File: config.mk
export PLATFORM = sky130hd
export DESIGN_NAME = atsu_ctrl
export DESIGN_NICKNAME = d
export VERILOG_FILES = /design/src/atsu_pkg.sv /design/src/atsu_ctrl.sv
export SDC_FILE = /design/constraint.sdc
export NUM_CORES = 1
export LEC_CHECK = 0
export ABC_AREA = 1
export BUFFER_PORTS_ARGS = -buffer_cell sky130_fd_sc_hd__buf_2
export CAP_MARGIN = 20
export CORE_AREA = 2 2 39 41
export DETAILED_ROUTE_END_ITERATION = 12
export DIE_AREA = 0 0 41 43
export GPL_TIMING_DRIVEN = 0
export PLACE_DENSITY = 0.65
export SETUP_SLACK_MARGIN = 0.3
export SLEW_MARGIN = 30
export SYNTH_ARGS = -nofsm -noshare
export SYNTH_HDL_FRONTEND = slang
export SYNTH_SLANG_ARGS = --single-unit
File: constraint.sdc
create_clock -name clk -period 2 [get_ports clk]
set_clock_uncertainty 0.2 [all_clocks]
set_input_delay 0.2 -clock clk [delete_from_list [all_inputs] [get_ports clk]]
set_output_delay 0.2 -clock clk [all_outputs]
set_load 0.02 [all_outputs]
File: src/atsu_pkg.sv
`timescale 1ns / 1ps
package atsu_pkg;

  localparam int LANES_DEF  = 8;
  localparam int LANE_W     = 3;
  localparam int DATA_W     = 32;
  localparam int CFG_IDX_W  = 2;
  localparam int DIV_BITS   = 32;
  localparam int DIV_CNT_W  = $clog2(DIV_BITS);

  localparam logic [DATA_W-1:0] ENERGY_RST   = 32'hFFFF_0000;
  localparam logic [DATA_W-1:0] BASE_MIN_RST = 32'd65536;
  localparam logic [DATA_W-1:0] BASE_MAX_RST = 32'd655360;
  localparam logic [DATA_W-1:0] TAU_RST      = 32'd65536;
  localparam logic [DATA_W-1:0] GROWTH_RST   = 32'd655;

  localparam logic [CFG_IDX_W-1:0] REG_BASE_MIN = 2'd0;
  localparam logic [CFG_IDX_W-1:0] REG_BASE_MAX = 2'd1;
  localparam logic [CFG_IDX_W-1:0] REG_TAU      = 2'd2;
  localparam logic [CFG_IDX_W-1:0] REG_GROWTH   = 2'd3;

  typedef struct packed {
    logic        [LANE_W-1:0] lane;
    logic signed [DATA_W-1:0] energy;
  } in_item_t;

  typedef struct packed {
    logic [LANE_W-1:0] lane_out;
    logic [DATA_W-1:0] time_scale;
    logic [DATA_W-1:0] time_scale_ceiling;
    logic              reset_taken;
    logic              held;
  } out_item_t;

  typedef struct packed {
    logic [DATA_W-1:0] base_min;
    logic [DATA_W-1:0] base_max;
    logic [DATA_W-1:0] tau_factor;
    logic [DATA_W-1:0] growth_factor;
  } cfg_t;

  // One lane's stored state
  typedef struct packed {
    logic [DATA_W-1:0] energy;
    logic [DATA_W-1:0] time_scale;
    logic [DATA_W-1:0] ceiling;
  } entry_t;

  typedef enum logic [3:0] {
    OP_NONE,
    OP_CAPTURE,
    OP_READ,
    OP_LOAD,
    OP_MUL_P,
    OP_MUL_LO,
    OP_MUL_HI,
    OP_SUM,
    OP_DIV_INIT,
    OP_DIV_STEP,
    OP_CEIL,
    OP_GROW,
    OP_COMMIT
  } op_t;

  typedef enum logic [1:0] {
    KIND_OOB,
    KIND_HELD,
    KIND_RESET,
    KIND_COMPUTE
  } kind_t;

  typedef enum logic [3:0] {
    ST_IDLE,
    ST_READ,
    ST_LOAD,
    ST_MUL_P,
    ST_MUL_LO,
    ST_MUL_HI,
    ST_SUM,
    ST_DIV_INIT,
    ST_DIV,
    ST_CEIL,
    ST_GROW,
    ST_FINISH
  } state_t;

  typedef struct packed {
    op_t op;
  } cmd_t;

  typedef struct packed {
    kind_t kind;
    logic  over;
    logic  out_free;
  } status_t;

endpackage

File: src/atsu_ctrl.sv
`timescale 1ns / 1ps
module atsu_ctrl
  import atsu_pkg::*;
(
  input  logic    clk,
  input  logic    rst_n,
  input  logic    in_valid,
  output logic    in_stall,
  input  status_t sts_i,
  output cmd_t    cmd_o
);

  state_t                 state_r, state_nxt;
  logic [DIV_CNT_W-1:0]   cnt_r, cnt_nxt;

  always_ff @(posedge clk) begin
    if (!rst_n) begin
      state_r <= ST_IDLE;
      cnt_r   <= '0;
    end else begin
      state_r <= state_nxt;
      cnt_r   <= cnt_nxt;
    end
  end

  always_comb begin
    state_nxt = state_r;
    cnt_nxt   = cnt_r;
    cmd_o.op  = OP_NONE;
    in_stall  = 1'b1;
    unique case (state_r)
      ST_IDLE: begin
        in_stall = 1'b0;
        if (in_valid) begin
          cmd_o.op  = OP_CAPTURE;
          state_nxt = ST_READ;
        end
      end
      ST_READ: begin
        cmd_o.op  = OP_READ;
        state_nxt = ST_LOAD;
      end
      ST_LOAD: begin
        cmd_o.op  = OP_LOAD;
        state_nxt = ST_MUL_P;
      end
      ST_MUL_P: begin
        cmd_o.op  = OP_MUL_P;
        state_nxt = (sts_i.kind == KIND_COMPUTE) ? ST_MUL_LO : ST_FINISH;
      end
      ST_MUL_LO: begin
        cmd_o.op  = OP_MUL_LO;
        state_nxt = ST_MUL_HI;
      end
      ST_MUL_HI: begin
        cmd_o.op  = OP_MUL_HI;
        state_nxt = ST_SUM;
      end
      ST_SUM: begin
        cmd_o.op  = OP_SUM;
        state_nxt = ST_DIV_INIT;
      end
      ST_DIV_INIT: begin
        cmd_o.op  = OP_DIV_INIT;
        cnt_nxt   = '0;
        state_nxt = sts_i.over ? ST_CEIL : ST_DIV;
      end
      ST_DIV: begin
        cmd_o.op = OP_DIV_STEP;
        cnt_nxt  = cnt_r + DIV_CNT_W'(1);
        if (cnt_r == DIV_CNT_W'(DIV_BITS - 1)) begin
          state_nxt = ST_CEIL;
        end
      end
      ST_CEIL: begin
        cmd_o.op  = OP_CEIL;
        state_nxt = ST_GROW;
      end
      ST_GROW: begin
        cmd_o.op  = OP_GROW;
        state_nxt = ST_FINISH;
      end
      ST_FINISH: begin
        if (sts_i.out_free) begin
          cmd_o.op  = OP_COMMIT;
          state_nxt = ST_IDLE;
        end
      end
      default: begin
        state_nxt = ST_IDLE;
      end
    endcase
  end

endmodule

==> key figures <==
Status
  – Status: finished clean

Clock tree
  – CTS max path bufs: 2
  – CTS tree: yes
  – Worst-Skew Late Latency: 260 ps
  – Sink Count: 9
  – H-tree depth: 1
  – Clk slew on worst S/H paths: 60 ps
  – Root Driver: clkbuf_4
  – Cts bufs inserted: 3

Setup path
  – R2R cell count: 10
  – Worst path slowest cell: dfxtp_2
  – Critical Path AT: 1230 ps
  – Critical Path Stages: 6
  – Critical-path cell list: inv_2 > nand2_1 > nor2_2 > inv_1 > o31ai_1 > buf_2
  – CP max stage delay: approximately 330 ps
  – RR Endpoint: state_r[0]
  – Setup CP Type: reg2out
  – FF-to-FF Start: cnt_r[0]
  – Crit-path leading delay family: buffers and inverters
  – Worst EP required: around 1600 ps
  – Worst Path Max Fanout: 4
  – Bufs and invs on worst path: 3
  – R2r setup slk: 490 ps
  – Worst setup path startpoint: state_r[3]
  – Critical Path End: cmd_o[3]
  – CP endpoint kind: primary output
  – Startpoint Class: flip-flop

Power and ir drop
  – Leak Pwr: 0.331 nW
  – PwrDens: 803 nW/um^2
  – Max VDD drop: 0.000408 V

Layout
  – FF+latch area: 185 sq um
  – Share of layout cells above drive strength 1: a little over a quarter
  – Diode count: 0
  – Final #Nets: 108
  – # fillers: 152
  – Layout area overhead: 26.7%
  – Area of the multi-input gates: between 200 and 300 sq um

Floorplanning
  – Die area: 1760 sq um
  – Boundary pin count: 12
  – Core area: ~1400 sq um
  – Chip height: ~43 um
  – Initial Util: 36.9%
  – Die extent in x: approximately 41 um
  – Rows: 14

GRT
  – Initial antenna violation count: 0
  – First-pass GRT wire length: 1.69 mm
  – GRT Util Overall: between 10% and 20%
  – Largest net degree at the start of global routing: 8
  – Number of global-route vias before repair: 473
  – Total gr overflow: 0

Placement
  – Post-DP HPWL: 858 um
  – GPL Wtd Cong: 0.681
  – Port-buffer cells: 11
  – DP Worst Slack: ~440 ps

Detailed routing
  – Initial detailed-routing violation count: 14
  – Vias per inst: 4.81
  – Post-Route WL: 1.10 mm
  – Vias: approximately 550
  – Detailed-route DRC error count: 0
  – DR WL/cell: 9.68 um
  – Drt pass-1 iters: 4
  – Post-DRT Antenna Nets: 0

Synth
  – Register area share after synthesis: 35.3%
  – Syn Std Cell Area: 510 sq um
  – Post-Syn Instances: 81
  – Post-synthesis register bit count: 9
  – Synth Area per Inst: 6.30 sq um
  – Net count after synthesis: 90
  – Yosys cell types: 13
  – Ys Warns: 0

STA
  – RSZ-0062 raised after global routing: no
  – Slew headroom: 81.5%
  – Post-route setup TNS: 0 ps
  – Finish-stage setup viols: 0
  – Actual slew at the worst max-slew pin: 276 ps
  – Fin crit share: 81.5%
  – Fmax: 614 MHz
  – Final Max Tran Viols: 0
  – Final setup margin: roughly 370 ps
  – Minimum clock period: around 1600 ps
  – Final hold viol count: 0

Min path
  – HP Class: in2reg

Flow run
  – Max_cap viols: 0
## Yosys cell counts, drive strengths merged
library cell  number  area share [%]
nand2             19              14
nor3               2             2.0
nand3              9             8.8
o31ai              1             1.5
nand4              1             1.2
o21ai              2             2.0
ha                 2             4.9
dfxtp              9              35
or2                1             1.2
nor2              12             9.8
a21oi             10             9.8
inv               13             9.6
## power by group
group	internal [mW]	switching [mW]	leakage (nW)
Sequential	0.194	0.0134	0.0751
Clock	0.0769	0.0638	0.0150
Combinational	0.0586	0.112	0.241
Total	0.330	0.190	0.331
## layout by cell type, fill, tap and decap left out, types with 2 or more instances in the layout
master	Yosys	final
o21ai_0	2	2
inv_1	13	12
nor3_1	2	2
nand2_1	19	18
buf_2	0	11
dfxtp_1	9	5
nor2_1	10	8
dfxtp_2	0	4
a21oi_1	10	10
ha_1	2	2
clkbuf_4	0	3
nand3_1	9	9
nor2_2	2	3
## stage by stage
| step | instances | total power [mW] | area (sq um) | util, % | hold slack [ps] |
|---|---|---|---|---|---|
| CTS | 114 | 0.525 | 634 | 45.8 | 14.7 |
| global placement | 108 | 0.372 | 586 | 42.3 | 216 |
| detailed placement | 108 | 0.375 | 586 | 42.3 | 220 |
| global route | 114 | 0.556 | 647 | 46.7 | 42.7 |
| finish | 114 | 0.520 | 647 | 46.7 | 15.5 |
| floorplan | 81 | 0.326 | 510 | - | 97.6 |
## registers in the layout (all words and copies together) (netlist names)
name	count
state_r	4
cnt_r	5
## metal layers
layer | up-vias | part of all wire, % | GRT usage [%]
met5 | - | 0 | 0
li1 | 296 | - | -
met4 | 0 | 1.4 | 10.0
met3 | 2 | 5.8 | 3.14
met2 | 13 | 45 | 21.6
met1 | 237 | 48 | 16.2
## cell type report
type	count	area share, %
sequential	9	28.6
tap	16	3.09
timing repair buffer	13	11.2
multi-input combinational	59	45.5
clock buffer	4	4.06
inverter	13	7.54
## worst min path at each step
stage / end / slack [ps] / depth (start not counted) / startpoint
4_1_cts: state_r[2] / 10 / 3 / sts_i[2]
2_1_floorplan: state_r[1] / 100 / 2 / rst_n
3_3_place_gp: state_r[1] / 220 / 3 / rst_n
6_report: state_r[2] / 20 / 3 / sts_i[2]
3_5_place_dp: state_r[1] / 220 / 3 / rst_n
5_1_grt: state_r[2] / 40 / 3 / sts_i[2]
## timing repair
item                                    in CTS  in global routing
resized for setup                            2                  7
endpoints found under the setup margin       2                  3
pin swaps                                    1                  0
hold buffers                                 1                  0
setup buffers                                1                  0
endpoints found under the hold margin        1                  0
## cell families (layout without fill, tap and decap cells)
group,after synthesis,count (layout),share of synthesized area [%]
and+or+nand+nor,44,44,37.0
AOI/OAI and AO/OA,13,13,13.2
buffers and inverters,13,30,9.56
DFF,9,9,35.3
adders and majority gates,2,2,4.90
## worst min-delay path, cell delays in order
cell and delay (ps):
buf_2 100, nand4_1 80, a21oi_1 50
Power figures use the tool's default switching activity.
